===== src/design/maa_pkg.sv =====
// ----------------------------------------------------------------------------
// maa_pkg: shared types and constants of the array address unit
// Payload structs for both channels, the command word that travels from the
// front end to the back end, and the queue status bundle.
// ----------------------------------------------------------------------------
package maa_pkg;

  localparam int NUM_ARRAYS_DEF = 16;
  localparam int MAX_DIMS_DEF   = 10;
  localparam int CNT_W          = 4;
  localparam int QUEUE_DEPTH    = 2;

  // Input action codes. The fourth code has no meaning and is dropped.
  typedef enum logic [1:0] {
    ACT_HDR = 2'd0,
    ACT_BND = 2'd1,
    ACT_IDX = 2'd2
  } maa_act_e;

  // Command kinds as queued for the back end.
  typedef enum logic [1:0] {
    CMD_HDR = 2'd0,
    CMD_BND = 2'd1,
    CMD_IDX = 2'd2
  } maa_cmd_e;

  typedef struct packed {
    logic [1:0]        action;
    logic [3:0]        array_id;
    logic [3:0]        dim_pos;
    logic signed [31:0] base_addr;
    logic [15:0]       elem_size;
    logic [CNT_W-1:0]  dim_count;
    logic signed [31:0] lower_bound;
    logic signed [31:0] upper_bound;
    logic signed [31:0] index_value;
  } maa_in_t;

  typedef struct packed {
    logic signed [31:0] address;
    logic [3:0]        ref_array;
  } maa_out_t;

  // val_a carries the base address, the lower bound or the index value;
  // val_b carries the upper bound.
  typedef struct packed {
    maa_cmd_e         kind;
    logic [3:0]       array_id;
    logic [3:0]       dim_pos;
    logic [CNT_W-1:0] dim_count;
    logic [15:0]      elem_size;
    logic [31:0]      val_a;
    logic [31:0]      val_b;
  } maa_cmd_t;

  typedef struct packed {
    logic full;
    logic not_empty;
  } maa_q_stat_t;

endpackage


===== src/design/maa_front.sv =====
// ----------------------------------------------------------------------------
// maa_front: input classification
// Accepts input items, drops those that have no effect, clamps the dimension
// count of header items and turns the rest into queued commands.
// ----------------------------------------------------------------------------
module maa_front #(
  parameter int NUM_ARRAYS = maa_pkg::NUM_ARRAYS_DEF,
  parameter int MAX_DIMS   = maa_pkg::MAX_DIMS_DEF
) (
  input  logic                 in_valid_i,
  output logic                 in_stall_o,
  input  maa_pkg::maa_in_t     in_data_i,
  input  maa_pkg::maa_q_stat_t q_stat_i,
  output logic                 push_o,
  output maa_pkg::maa_cmd_t    cmd_o
);
  import maa_pkg::*;

  logic             keep;
  logic [CNT_W-1:0] count;

  assign in_stall_o = q_stat_i.full;

  always_comb begin
    keep          = 1'b0;
    count         = (in_data_i.dim_count == '0) ? CNT_W'(1) : in_data_i.dim_count;
    if (int'(count) > MAX_DIMS) begin
      count = CNT_W'(MAX_DIMS);
    end
    cmd_o.kind      = CMD_IDX;
    cmd_o.array_id  = in_data_i.array_id;
    cmd_o.dim_pos   = in_data_i.dim_pos;
    cmd_o.dim_count = count;
    cmd_o.elem_size = in_data_i.elem_size;
    cmd_o.val_a     = in_data_i.index_value;
    cmd_o.val_b     = in_data_i.upper_bound;
    case (in_data_i.action)
      ACT_HDR: begin
        keep        = 1'b1;
        cmd_o.kind  = CMD_HDR;
        cmd_o.val_a = in_data_i.base_addr;
      end
      ACT_BND: begin
        keep        = int'(in_data_i.dim_pos) < MAX_DIMS;
        cmd_o.kind  = CMD_BND;
        cmd_o.val_a = in_data_i.lower_bound;
      end
      ACT_IDX: begin
        keep        = 1'b1;
        cmd_o.kind  = CMD_IDX;
      end
      default: begin
        keep        = 1'b0;
      end
    endcase
    if (int'(in_data_i.array_id) >= NUM_ARRAYS) begin
      keep = 1'b0;
    end
  end

  // A dropped item is still a completed transfer; it simply queues nothing.
  assign push_o = in_valid_i && !q_stat_i.full && keep;

endmodule


===== config.mk =====
export PLATFORM = sky130hd
export DESIGN_NAME = maa_front
export DESIGN_NICKNAME = d
export VERILOG_FILES = /design/src/design/maa_pkg.sv /design/src/design/maa_front.sv
export SDC_FILE = /design/constraint.sdc
export NUM_CORES = 1
export LEC_CHECK = 0
export BUFFER_PORTS_ARGS = -buffer_cell sky130_fd_sc_hd__buf_2
export CAP_MARGIN = 20
export CELL_PAD_IN_SITES_DETAIL_PLACEMENT = 2
export CELL_PAD_IN_SITES_GLOBAL_PLACEMENT = 2
export CORE_MARGIN = 4
export CORE_UTILIZATION = 10
export DETAILED_ROUTE_END_ITERATION = 8
export PLACE_DENSITY_LB_ADDON = 0.1
export SLEW_MARGIN = 15
export SYNTH_ARGS = -nofsm -noshare
export SYNTH_HDL_FRONTEND = slang
export SYNTH_SLANG_ARGS = --single-unit

===== constraint.sdc =====
create_clock -name vclk -period 1.2
set_clock_uncertainty 0.05 [all_clocks]
set_input_delay 0.24 -clock vclk [all_inputs]
set_output_delay 0.24 -clock vclk [all_outputs]
set_load 0.01 [all_outputs]

==> run summary <==
N_diodes: 0
Setup ws final: -0.0417 ns
Starting DRC count in detailed routing: 13
Layout cell share with drive strength beyond 1: 0.625
Area Overhead vs Synth: 49.9%
Top Metal Used: met4
CP startpoint kind: input pin
TritonRoute pass-1 iters: 4
CP Launch Point: in_data_i[156]
Slew Limit Fails: 0
Worst hold stages: 0
Total core area: 12000 um2
Leakage: 1.02 nW
Violated checks: negative setup slack
Gr usage total: 0.0765
Via count: 1465
Setup Crit Path Kind: input pin to primary output
Maxcap violations: 0
Status: finished, violations left
Initial Util: 0.102
WL/cell: 14.1 um
Post-CTS Hold Fix Bufs: 0
Multi-input gate area: 688 um2
Final hold vios: 0
First-pass GRT wire length: 8.93 mm
WL final: 5.80 mm
Minimum clock period: 1.24 ns
Final TNS setup: -0.174 ns
Met2 WL: 2.93 mm
Critical path fanouts, max: 7
Placed cell area: 1700 um2
Post-layout util: 0.153
Hold_sp: in_data_i[46]
# rows: 40
DRC errors left: 0
Met1 Wirelength: 2.34 mm
Avg Inst Size Synth: 6.93 um2
Final #Nets: 427
Post-synthesis sequential area ratio: 0
Vias per cell: 3.56
Hold slack: 0.430 ns
Clock buf count: 0
Power density over cell area: 368 nW/um2
Syn Nets: 337
Die W: 118 um
Cells after Synth: 176
Setup crit end kind: primary output
Die H: 118 um
Vias in the first global route: 1615
Post-route design area: 1830 um2
ANT nets after route: 0
Mapped Area: 1220 um2
Port Buffers: 150
Slew HR: 0.889
I/O pin total: 257
Hold worst-path end: cmd_o[14]
Period utilisation layout: 1.03
WL met3: 476 um
Placed Cells incl. Taps: 408
Antenna violations before repair: 0
Final Instance Count excl. Fillers: 411
Critical path arrival: 0.95 ns
Fmax: 805 MHz
Worst slew pin tran: 0.162 ns
Worst vdd ir: 0.000102 V
Total gr overflow: 0
RSZ-0062 raised after global routing: true
Critical Path RT: 0.91 ns
Distinct cells, synth: 17
Die area: 14000 um2
Largest net degree at the start of global routing: 36
Final setup viols: 12
Pre-CTS WS: -0.133 ns
YS warnings: 0
Area occupied by registers: 0 um2
Routability cong.: 0.628
Design Power: 0.673 mW
Seq Cell Count: 0
Filler cells: 1442
HP Class: input pin to primary output
DP Wirelength: 4.82 mm
Commonest non-fill, non-tap cells in the layout: buf_2 (148), nand2_1 (31), o21ai_1 (31)
Most common cell after layout, fill and taps aside: buf_2
## repair_timing
action	in CTS	in global routing
pin swaps	1	2
gates cloned	3	0
setup endpoints to repair	33	33
setup buffers	0	0
resized for setup	14	6
## cell usage after synthesis
master | instances | area share
nand2_1 | 32 | 0.098
buf_2 | 4 | 0.016
a21o_1 | 2 | 0.012
inv_1 | 1 | 0.0031
o21ai_1 | 27 | 0.11
nor2_1 | 1 | 0.0031
buf_4 | 59 | 0.36
o21ai_2 | 1 | 0.0072
buf_12 | 3 | 0.049
nor3b_1 | 1 | 0.0062
clkbuf_1 | 3 | 0.0092
o21ai_0 | 5 | 0.021
mux2i_1 | 32 | 0.26
nor3b_2 | 1 | 0.010
buf_6 | 1 | 0.0092
nor2b_1 | 2 | 0.010
maj3_1 | 1 | 0.0082
## worst max path at each step
stage / endpoint / slack, ns / cells after the start
floorplan: cmd_o[33] / 0.09 / 4
detailed placement: cmd_o[49] / -0.13 / 5
global placement: cmd_o[55] / -0.12 / 5
finish: cmd_o[60] / -0.04 / 5
global route: cmd_o[60] / -0.1 / 5
CTS: cmd_o[60] / -0.04 / 5
## layout make-up
class	instances	share of cell area
Inverter	1	0.00205
Multi-Input combinational cell	105	0.376
Tap cell	147	0.101
Timing Repair Buffer	158	0.521
## power by group
part / internal (mW) / switching, mW / leakage, nW
combinational: 0.365 / 0.308 / 1.02
sequential: 0 / 0 / 0
clock: 0 / 0 / 0
total: 0.365 / 0.308 / 1.02
## routing by layer
metal,global-route usage,vias to the layer above
li1,-,708
met1,0.0939,653
met2,0.141,90
met3,0.0163,14
met4,0.00869,0
met5,0,-
## worst max-delay path, stage by stage
cell and delay (ns):
buf_16 0.13, buf_12 0.14, mux2i_2 0.21, o21ai_1 0.08, buf_2 0.14
## cells by family (layout without fill, tap and decap cells)
group / Yosys count / after routing / synth area share
compound gates: 35 / 35 / 0.151
fa+ha+maj: 1 / 1 / 0.00821
buf+inv: 71 / 159 / 0.450
mux: 32 / 32 / 0.263
simple gates: 37 / 37 / 0.128
No activity file was read; power rests on OpenSTA's default activity.
