==> config.mk <==
export PLATFORM = sky130hd
export DESIGN_NAME = maa_queue
export DESIGN_NICKNAME = d
export VERILOG_FILES = /design/src/design/maa_pkg.sv /design/src/design/maa_queue.sv
export SDC_FILE = /design/constraint.sdc
export NUM_CORES = 1
export LEC_CHECK = 0
export BUFFER_PORTS_ARGS = -buffer_cell sky130_fd_sc_hd__buf_4
export CORE_UTILIZATION = 52
export DETAILED_ROUTE_END_ITERATION = 7
export PLACE_DENSITY = 0.79
export SLEW_MARGIN = 10
export SYNTH_ARGS = -nofsm -noshare
export SYNTH_HDL_FRONTEND = slang
export SYNTH_SLANG_ARGS = --single-unit
==> constraint.sdc <==
create_clock -name clk_i -period 7.7 [get_ports clk_i]
set_clock_uncertainty 0.2 [all_clocks]
set_input_delay 1.54 -clock clk_i [delete_from_list [all_inputs] [get_ports clk_i]]
set_output_delay 1.54 -clock clk_i [all_outputs]
set_load 0.005 [all_outputs]
==> src/design/maa_pkg.sv <==
// ----------------------------------------------------------------------------
// maa_pkg: shared types and constants of the array address unit
// Payload structs for both channels, the command word that travels from the
// front end to the back end, and the queue status bundle.
// ----------------------------------------------------------------------------
package maa_pkg;

  localparam int NUM_ARRAYS_DEF = 16;
  localparam int MAX_DIMS_DEF   = 10;
  localparam int CNT_W          = 4;
  localparam int QUEUE_DEPTH    = 2;

  // Input action codes. The fourth code has no meaning and is dropped.
  typedef enum logic [1:0] {
    ACT_HDR = 2'd0,
    ACT_BND = 2'd1,
    ACT_IDX = 2'd2
  } maa_act_e;

  // Command kinds as queued for the back end.
  typedef enum logic [1:0] {
    CMD_HDR = 2'd0,
    CMD_BND = 2'd1,
    CMD_IDX = 2'd2
  } maa_cmd_e;

  typedef struct packed {
    logic [1:0]        action;
    logic [3:0]        array_id;
    logic [3:0]        dim_pos;
    logic signed [31:0] base_addr;
    logic [15:0]       elem_size;
    logic [CNT_W-1:0]  dim_count;
    logic signed [31:0] lower_bound;
    logic signed [31:0] upper_bound;
    logic signed [31:0] index_value;
  } maa_in_t;

  typedef struct packed {
    logic signed [31:0] address;
    logic [3:0]        ref_array;
  } maa_out_t;

  // val_a carries the base address, the lower bound or the index value;
  // val_b carries the upper bound.
  typedef struct packed {
    maa_cmd_e         kind;
    logic [3:0]       array_id;
    logic [3:0]       dim_pos;
    logic [CNT_W-1:0] dim_count;
    logic [15:0]      elem_size;
    logic [31:0]      val_a;
    logic [31:0]      val_b;
  } maa_cmd_t;

  typedef struct packed {
    logic full;
    logic not_empty;
  } maa_q_stat_t;

endpackage

==> src/design/maa_queue.sv <==
// ----------------------------------------------------------------------------
// maa_queue: command queue
// A short first-in first-out buffer between the front end and the back end.
// ----------------------------------------------------------------------------
module maa_queue (
  input  logic                 clk_i,
  input  logic                 rst_ni,
  input  logic                 push_i,
  input  maa_pkg::maa_cmd_t    cmd_i,
  input  logic                 pop_i,
  output maa_pkg::maa_cmd_t    head_o,
  output maa_pkg::maa_q_stat_t q_stat_o
);
  import maa_pkg::*;

  localparam int PTR_W = (QUEUE_DEPTH > 1) ? $clog2(QUEUE_DEPTH) : 1;
  localparam int CNT_QW = $clog2(QUEUE_DEPTH + 1);

  maa_cmd_t          entry_q [QUEUE_DEPTH];
  logic [PTR_W-1:0]  wr_ptr_q, wr_ptr_d;
  logic [PTR_W-1:0]  rd_ptr_q, rd_ptr_d;
  logic [CNT_QW-1:0] count_q, count_d;

  function automatic logic [PTR_W-1:0] ptr_next(input logic [PTR_W-1:0] p);
    ptr_next = (p == PTR_W'(QUEUE_DEPTH - 1)) ? '0 : p + PTR_W'(1);
  endfunction

  assign head_o             = entry_q[rd_ptr_q];
  assign q_stat_o.full      = (count_q == CNT_QW'(QUEUE_DEPTH));
  assign q_stat_o.not_empty = (count_q != '0);

  always_comb begin
    wr_ptr_d = push_i ? ptr_next(wr_ptr_q) : wr_ptr_q;
    rd_ptr_d = pop_i ? ptr_next(rd_ptr_q) : rd_ptr_q;
    count_d  = count_q;
    if (push_i && !pop_i) begin
      count_d = count_q + CNT_QW'(1);
    end else if (pop_i && !push_i) begin
      count_d = count_q - CNT_QW'(1);
    end
  end

  always_ff @(posedge clk_i or negedge rst_ni) begin
    if (!rst_ni) begin
      wr_ptr_q <= '0;
      rd_ptr_q <= '0;
      count_q  <= '0;
    end else begin
      wr_ptr_q <= wr_ptr_d;
      rd_ptr_q <= rd_ptr_d;
      count_q  <= count_d;
    end
  end

  always_ff @(posedge clk_i) begin
    if (push_i) begin
      entry_q[wr_ptr_q] <= cmd_i;
    end
  end

endmodule

==> results of run 1 <==
==> through the flow <==
stage                util  hold WS, ps  area, sq um
floorplan               -          247         7180
global placement    0.658          263         8790
detailed placement  0.658          299         8790
CTS                 0.696          308         9290
global route        0.696          328         9290
finish              0.696          301         9290
==> cells by family (layout without fill, tap and decap cells) <==
group / Yosys count / in the layout
buffers and inverters: 12 / 229
adders and majority gates: 1 / 1
xor gates and xnor gates: 5 / 5
muxes: 94 / 94
and+or+nand+nor: 5 / 5
DFF: 192 / 192
==> cells in the final DEF, fill, tap and decap left out, drive strengths merged, types with 2 or more instances in the layout <==
master	netlist	layout
buf	11	196
clkbuf	0	20
clkinv	0	9
clkinvlp	0	3
dfrtp	4	4
edfxtp	188	188
mux2	94	94
nor2b	2	2
xor2	4	4
==> power groups by stage <==
stage | combinational (mW) | clock [mW] | sequential (mW)
3_3_place_gp | 0.963 | 0 | 1.50
5_1_grt | 1.02 | 0.803 | 1.52
2_1_floorplan | 0.601 | 0 | 1.47
3_5_place_dp | 0.973 | 0 | 1.52
6_report | 0.962 | 0.757 | 1.50
4_1_cts | 0.978 | 0.764 | 1.50
==> registers in the layout, indices dropped and copies added, names as in the netlist <==
name,cells
entry_q,188
count_q,2
wr_ptr_q,1
rd_ptr_q,1
==> layout make-up <==
| class | instances | area, sq um |
|---|---|---|
| flip-flops and latches | 192 | 5750 |
| repair buffers | 196 | 1470 |
| clock inverters | 12 | 71.3 |
| inverters | 1 | 3.75 |
| well taps | 176 | 220 |
| fillers | 892 | 4050 |
| multi-input cells | 105 | 1340 |
| clock buffers | 20 | 437 |
==> layer usage <==
metal	vias to the layer above	GRT usage	share of wire	wire length, um
li1	1629	-	-	-
met1	1723	0.212	0.40	5090
met2	138	0.307	0.51	6480
met3	16	0.0566	0.075	949
met4	0	0.0609	0.013	166
met5	-	0	0	0
==> worst register-to-register path, stage by stage (launching register included) <==
cell,delay (ps)
dfrtp_1,430
nor2b_4,350
buf_4,880
==> worst max-delay path by stage <==
stage                     slack, ps  cells past startpoint            startpoint                       to
final                          3240                      3  rd_ptr_q$_DFFE_PN0P_                head_o[1]
after global routing           3120                      3  rd_ptr_q$_DFFE_PN0P_                head_o[1]
after CTS                      3230                      3  rd_ptr_q$_DFFE_PN0P_               head_o[75]
after detailed placement       3700                      3  rd_ptr_q$_DFFE_PN0P_               head_o[75]
after global placement         3730                      3  rd_ptr_q$_DFFE_PN0P_                head_o[1]
after floorplan                1310                      1                push_i  entry_q[0][0]$_DFFE_PP_
==> flow_metrics.tcl, run 1 <==
set metrics [dict create \
    outcome "complete, no violations" \
    core-area_sq_um 13300 \
    grt_max_degree 85 \
    cts-hold-fix-buffers 0 \
    synth_edf_count 188 \
    io_buffers 193 \
    max_freq_ghz 0.224 \
    yosys.cell_types.count 15 \
    synth_compound_area_frac 0 \
    cts-buffers-inserted 17 \
    via_per_inst 4.99 \
    crit_slowest_cell "dfrtp_4" \
    yosys-top-cells-area "edfxtp_1, mux2_4, mux2_2" \
    n_antenna_cell 0 \
    ant_nets 0 \
    setup_tns_ps 0 \
    dp.cells 670 \
    cap_violations 0 \
    pwr-share-clk 0.235 \
    reg2reg_from "wr_ptr_q$_DFFE_PN0P_" \
    synth-xor-area-share 0.00610 \
    drc 0 \
    avgSynthCellArea_sq_um 23.2 \
    totalWireLength_um 12700 \
    synthMuxAreaShare 0.173 \
    clockBufferDepth 2 \
    yosysTopAreaCell "edfxtp_1" \
    synth_top_area_share 0.786 \
    syn_area_sq_um 7180 \
    yosysMostFrequentCell "edfxtp_1" \
    ys_seq_area_frac 0.800 \
    synth_fa_ha_area_frac 0.00174 \
    switching_power_mw 0.828 \
    ys_dominant_reg_cell "edfxtp_1" \
    comb_power_share 0.299 \
    dr.pass1.iters 4 \
    setup_viol 0 \
    pre_cts_ws_ps 3700 \
    insertion_delay_ps 420 \
    required_ps 5960 \
    seq_power_share 0.466 \
    grt_pass1_vias 3611 \
    rsz0062_at_grt "no" \
    yosys.area_share.simple 0.00401 \
    gp_congestion 0.698 \
    dieHeight_um 120 \
    die_x_um 120 \
    r2r_setup_slack_ps 5330 \
    clockRootBuffer "clkbuf_16" \
    synth_nets 408 \
    wl_per_cell_um 18.1 \
    cp_cell_sequence "buf_4, mux2_2, buf_4" \
    async_reset_ff_frac 0.0208 \
    htree_levels 4 \
    cts.sinks 192 \
    p_int_mw 2.39 \
    ys_warn_count 0 \
    start_util 0.538 \
    ctsResizeCount 0 \
    slew_headroom 0.247 \
    final_nets 612 \
    arrival_ps 2720 \
    synth_top_family_by_area "multiplexers" \
    post-route-period-util 0.579 \
    hold_depth 1 \
    maxSlewViolCount 0 \
    cts.clk_slew.worst_paths_ps 70 \
    ff2ff_path_depth 2 \
    start_kind "register" \
    r2r_end "entry_q[0][2]$_DFFE_PP_" \
    end_kind "output pin" \
    track_usage 0.179 \
    critPathBufInv 2 \
    hp-start "count_q[1]$_DFFE_PN0P_" \
    vdd_drop_max_mv 0.218 \
    stdcell_count 702 \
    antenna_found_initial 0 \
    finalHoldViolCount 0 \
    post-cts-setup-buffers 0 \
    switching_share 0.258 \
    rows 42 \
    synthCells 309 \
    hold_path_end "count_q[1]$_DFFE_PN0P_" \
    fin_ws_ps 3240 \
    fin_total_pwr_mw 3.22 \
    crit_fanout 52 \
    ys_ff_latch 192 \
    areaGrowthSynthToFinish_pct 29.4 \
    drt-initial-drc-count 226 \
    leakagePower_nw 3.63 \
    grt_first_pass_wirelength_um 18700 \
    tightest_slew_ps 1130 \
    max_stage_delay_ps 860 \
    overflow 0 \
    dpl.hpwl_um 8270 \
    die_area_sq_um 14300 \
    cp_top_family "buffers and inverters" \
    ios 194 \
    critPathMostFrequentCell "buf_4" \
    vias 3506 \
    synthTopCellsByCount "edfxtp_1, mux2_4, mux2_2" \
    period_needed_ps 4460 \
    holdCritPathClass "register to register" \
    critPathKind "register to output pin" \
    drive_gt1_frac 0.608 \
    tritoncts "built" \
    p_per_area_nw_per_um2 346 \
]
Power figures use the tool's default switching activity.
==> run 2: changes to the inputs <==
- ABC_AREA: default -> 1
- CORE_UTILIZATION: 52 -> 47
- PLACE_DENSITY: 0.79 -> 0.75
- clock period: 7.7 -> 3.8 ns (I/O delays scaled with it)
==> flow_metrics.tcl, run 2 <==
set metrics [dict create \
    start_util 0.488 \
    whs_ps 321 \
    top_register "entry_q" \
    fin_util 0.639 \
    core-area_sq_um 14800 \
    leakagePower_nw 3.69 \
    ios 194 \
    critPathKind "register to output pin" \
    final_nets 625 \
    r2r_setup_slack_ps 1800 \
    totalWireLength_um 12500 \
    grt_max_degree 53 \
    clockRootBuffer "clkbuf_16" \
    die_x_um 126 \
    required_ps 2840 \
    grt_use_met1 0.193 \
    setup_viol 0 \
    arrival_ps 2130 \
    n_antenna_cell 0 \
    period_needed_ps 3090 \
    drt-initial-drc-count 185 \
    rsz0062_at_grt "no" \
    yosys.cell_types.count 15 \
    top_regs "entry_q: 188 flops, count_q: 2 flops" \
    setup_tns_ps 0 \
    io_buffers 193 \
    ff2ff_path_depth 3 \
    yosysMostFrequentCell "edfxtp_1" \
    areaGrowthSynthToFinish_pct 30.9 \
    crit_fanout 27 \
    grt_first_pass_wirelength_um 18600 \
    met2_usage 0.258 \
    syn_area_sq_um 7200 \
    final_area_sq_um 9420 \
    avgSynthCellArea_sq_um 22.6 \
    dpl.hpwl_um 8250 \
    final_cell_mix "buf_4, edfxtp_1, mux2_4" \
    grt_pass1_vias 3592 \
    insertion_delay_ps 410 \
    yosysTopAreaCell "edfxtp_1" \
    ys_warn_count 0 \
    drc 0 \
    dieHeight_um 126 \
    post-route-period-util 0.813 \
    top_usage_layer "met2" \
    maxSlewViolCount 0 \
    start_kind "register" \
    tightest_slew_ps 702 \
    track_usage 0.160 \
    ys_dominant_reg_cell "edfxtp_1" \
    clockBufferDepth 2 \
    ctsResizeCount 0 \
    vdd_drop_max_mv 0.374 \
    outcome "complete, no violations" \
    antenna_found_initial 0 \
    max_freq_ghz 0.324 \
    dr.pass1.iters 4 \
    synthCells 318 \
    vias 3592 \
    met3_usage 0.0582 \
    tritoncts "built" \
    r2r_end "entry_q[1][61]$_DFFE_PP_" \
    rows 44 \
    overflow 0 \
    holdCritPathClass "register to register" \
    largest_reg_flops 188 \
    die_area_sq_um 15800 \
    cts.sinks 192 \
    slew_headroom 0.532 \
    yosys-top-cells-area "edfxtp_1, mux2_4, mux2_2" \
    drive_gt1_frac 0.599 \
    end_kind "output pin" \
    ant_nets 0 \
    gp_congestion 0.692 \
    hold_path_end "count_q[1]$_DFFE_PN0P_" \
    cap_violations 0 \
    final_common_cell "buf_4" \
    ys_ff_latch 192 \
    fin_total_pwr_mw 6.67 \
    synth_nets 417 \
    reg2reg_from "wr_ptr_q$_DFFE_PN0P_" \
    via_per_inst 4.98 \
    synthTopCellsByCount "edfxtp_1, mux2_4, mux2_2" \
    hold_depth 2 \
    p_per_area_nw_per_um2 707 \
    htree_levels 4 \
    synth_edf_count 188 \
    placed_area_sq_um 8860 \
    ys_seq_area_frac 0.798 \
    cts-buffers-inserted 17 \
    hp-start "count_q[1]$_DFFE_PN0P_" \
    wl_per_cell_um 17.4 \
    cts.clk_slew.worst_paths_ps 60 \
    async_reset_ff_frac 0.0208 \
    finalHoldViolCount 0 \
    post-cts-setup-buffers 0 \
    synth_top_area_share 0.784 \
]
==> run 2: cell count changes in the layout (fill, tap and decap cells not counted), moves of 2 or more <==
cell,delta
clkbuf_1,-2
bufinv_16,+2
xor2_1,-2
nand2_1,+6
clkinv_2,-2
clkinv_4,-2
clkinvlp_4,+2
inv_1,+5
buf_12,+2
==> run 2: cells by family (layout without fill, tap and decap cells) <==
group	count (synthesis)	after routing	synth area share
buffers and inverters	18	238	0.0179
xor gates and xnor gates	3	3	0.00365
muxes	94	94	0.173
and+or+nand+nor	10	10	0.00573
DFF	192	192	0.798
adders and majority gates	1	1	0.00174
==> run 2: repair_timing <==
item	in CTS	in global routing
endpoints found under the hold margin	4	0
endpoints found under the setup margin	0	0
hold buffers	1	0
==> run 2: where the power goes <==
part | total (mW) | internal [mW] | switching (mW) | leakage (nW)
Combinational | 2.03 | 1.21 | 0.814 | 1.63
Clock | 1.65 | 0.952 | 0.699 | 0.254
Sequential | 2.99 | 2.81 | 0.173 | 1.81
Total | 6.67 | 4.98 | 1.69 | 3.69
==> run 2: worst max-delay path, cell delays in order, from the launching register on <==
cell	delay (ps)
dfrtp_4	740
buf_4	440
mux2_2	390
buf_4	130
==> run 2: stage by stage <==
step | setup WS, ps | cells
after floorplan | 517 | 318
after global placement | 1120 | 690
after detailed placement | 1110 | 690
after CTS | 640 | 722
after global routing | 592 | 722
final | 709 | 722
==> run 2: worst max-delay path by stage <==
stage | to | startpoint | slack, ps | depth (start not counted)
floorplan | entry_q[1][0]$_DFFE_PP_ | push_i | 520 | 2
global placement | head_o[73] | rd_ptr_q$_DFFE_PN0P_ | 1120 | 3
detailed placement | head_o[73] | rd_ptr_q$_DFFE_PN0P_ | 1110 | 3
CTS | head_o[73] | rd_ptr_q$_DFFE_PN0P_ | 640 | 3
global route | head_o[73] | rd_ptr_q$_DFFE_PN0P_ | 590 | 3
finish | head_o[73] | rd_ptr_q$_DFFE_PN0P_ | 710 | 3
==> run 2: cell type report <==
| type | instances | area (sq um) |
|---|---|---|
| Clock inverter | 13 | 123 |
| Fill cell | 1048 | 5330 |
| Inverter | 7 | 28.8 |
| Multi-Input combinational cell | 108 | 1330 |
| Tap cell | 184 | 230 |
| Timing Repair Buffer | 200 | 1530 |
| Clock buffer | 18 | 429 |
| Sequential cell | 192 | 5750 |
==> run 2: routing by layer <==
layer,vias to the layer above,wire [um]
li1,1659,-
met1,1769,5280
met2,148,6090
met3,16,969
met4,0,202
met5,-,0
==> run 3: changes to the inputs <==
- clock period: 3.8 -> 2.7 ns (I/O delays scaled with it)
==> flow_metrics.tcl, run 3 (synthesis results as in run 2) <==
set metrics [dict create \
    outcome "complete, no violations" \
    drt-initial-drc-count 210 \
    antenna_found_initial 0 \
    arrival_ps 1810 \
    htree_levels 4 \
    start_util 0.488 \
    fin_util 0.642 \
    cts.sinks 192 \
    gp_congestion 0.649 \
    wl_per_cell_um 17.2 \
    reg2reg_from "wr_ptr_q$_DFFE_PN0P_" \
    cap_violations 0 \
    top_register "entry_q" \
    ios 194 \
    die_x_um 126 \
    grt_first_pass_wirelength_um 19000 \
    r2r_setup_slack_ps 1000 \
    multi_input_area_sq_um 1330 \
    hold_depth 1 \
    tritoncts "built" \
    fillCellCount 1040 \
    insertion_delay_ps 420 \
    leakagePower_nw 3.72 \
    clockRootBuffer "clkbuf_16" \
    post-route-period-util 0.944 \
    dieHeight_um 126 \
    totalWireLength_um 12400 \
    slew_headroom 0.654 \
    finalHoldViolCount 0 \
    end_kind "output pin" \
    critPathKind "register to output pin" \
    stdcell_count 722 \
    dr.pass1.iters 4 \
    tightest_slew_ps 519 \
    n_antenna_cell 0 \
    cts.clk_slew.worst_paths_ps 60 \
    max_freq_ghz 0.392 \
    p_per_area_nw_per_um2 996 \
    io_buffers 193 \
    holdCritPathClass "input pin to register" \
    drive_gt1_frac 0.602 \
    top_regs "entry_q: 188 flops, count_q: 2 flops" \
    final_cell_mix "buf_4, edfxtp_1, mux2_4" \
    dp.cells 691 \
    largest_reg_flops 188 \
    setup_viol 0 \
    seq_area_sq_um 5750 \
    rows 44 \
    ff2ff_path_depth 3 \
    crit_fanout 40 \
    ant_nets 0 \
    grt_pass1_vias 3692 \
    cts-buffers-inserted 17 \
    vdd_drop_max_mv 0.478 \
    final_nets 626 \
    hp-start "cmd_i[13]" \
    final_area_sq_um 9470 \
    rsz0062_at_grt "no" \
    r2r_end "entry_q[1][31]$_DFFE_PP_" \
    fin_total_pwr_mw 9.43 \
    placed_area_sq_um 8910 \
    overflow 0 \
    drc 0 \
    setup_tns_ps 0 \
    vias 3550 \
    maxSlewViolCount 0 \
    via_per_inst 4.92 \
    grt_max_degree 57 \
    track_usage 0.162 \
    required_ps 1960 \
    start_kind "register" \
    dpl.hpwl_um 8280 \
    areaGrowthSynthToFinish_pct 31.5 \
    die_area_sq_um 15800 \
    final_common_cell "buf_4" \
    period_needed_ps 2550 \
    core-area_sq_um 14800 \
    clockBufferDepth 2 \
    hold_path_end "entry_q[1][13]$_DFFE_PP_" \
]
-- run 3: cell count changes in the layout (fill, tap and decap cells not counted), sizes merged --
cell      delta
clkinvlp     -2
clkinv       +1
buf          +1
-- run 3: final cells by class --
cell class                 count  share of cell area
sequential                   192               0.607
timing repair buffer         201               0.166
multi-input combinational    108               0.141
clock buffer                  18              0.0453
tap                          184              0.0243
clock inverter                12              0.0127
inverter                       7             0.00317
-- run 3: critical path: stages (launching register included) --
cell     delay (ps)
dfrtp_4         540
buf_12          310
mux2_2          380
buf_4           140
-- run 3: power breakdown --
group          switching, mW  internal, mW
logic                   1.22          1.76
registers              0.178          3.96
clock network          0.985          1.34
-- run 3: per-layer routing --
| layer | GRT usage | share of wire |
|---|---|---|
| met1 | 0.201 | 0.42 |
| met2 | 0.253 | 0.48 |
| met3 | 0.0684 | 0.094 |
| met4 | 0.0638 | 0.012 |
| met5 | 0 | 0 |
-- run 3: worst max path at each step --
stage | startpoint | to | slack [ps] | depth (start not counted)
CTS | rd_ptr_q$_DFFE_PN0P_ | head_o[90] | 120 | 3
detailed placement | rd_ptr_q$_DFFE_PN0P_ | head_o[90] | 580 | 3
global placement | rd_ptr_q$_DFFE_PN0P_ | head_o[90] | 600 | 3
global route | rd_ptr_q$_DFFE_PN0P_ | head_o[90] | 70 | 3
floorplan | push_i | entry_q[1][0]$_DFFE_PP_ | 110 | 2
finish | rd_ptr_q$_DFFE_PN0P_ | head_o[90] | 150 | 3
-- run 3: through the flow --
| step | worst slack, ps | hold slack, ps |
|---|---|---|
| 2_1_floorplan | 105 | 44.4 |
| 3_3_place_gp | 597 | 141 |
| 3_5_place_dp | 576 | 141 |
| 4_1_cts | 115 | 78.2 |
| 5_1_grt | 72.6 | 74.4 |
| 6_report | 151 | 101 |
-- run 3: what timing repair did --
action | 4_1_cts | 5_1_grt
endpoints found under the setup margin | 0 | 0
hold endpoints to repair | 4 | 0
setup buffers | 0 | 0
gates resized for setup | 0 | 0
hold buffers | 1 | 0
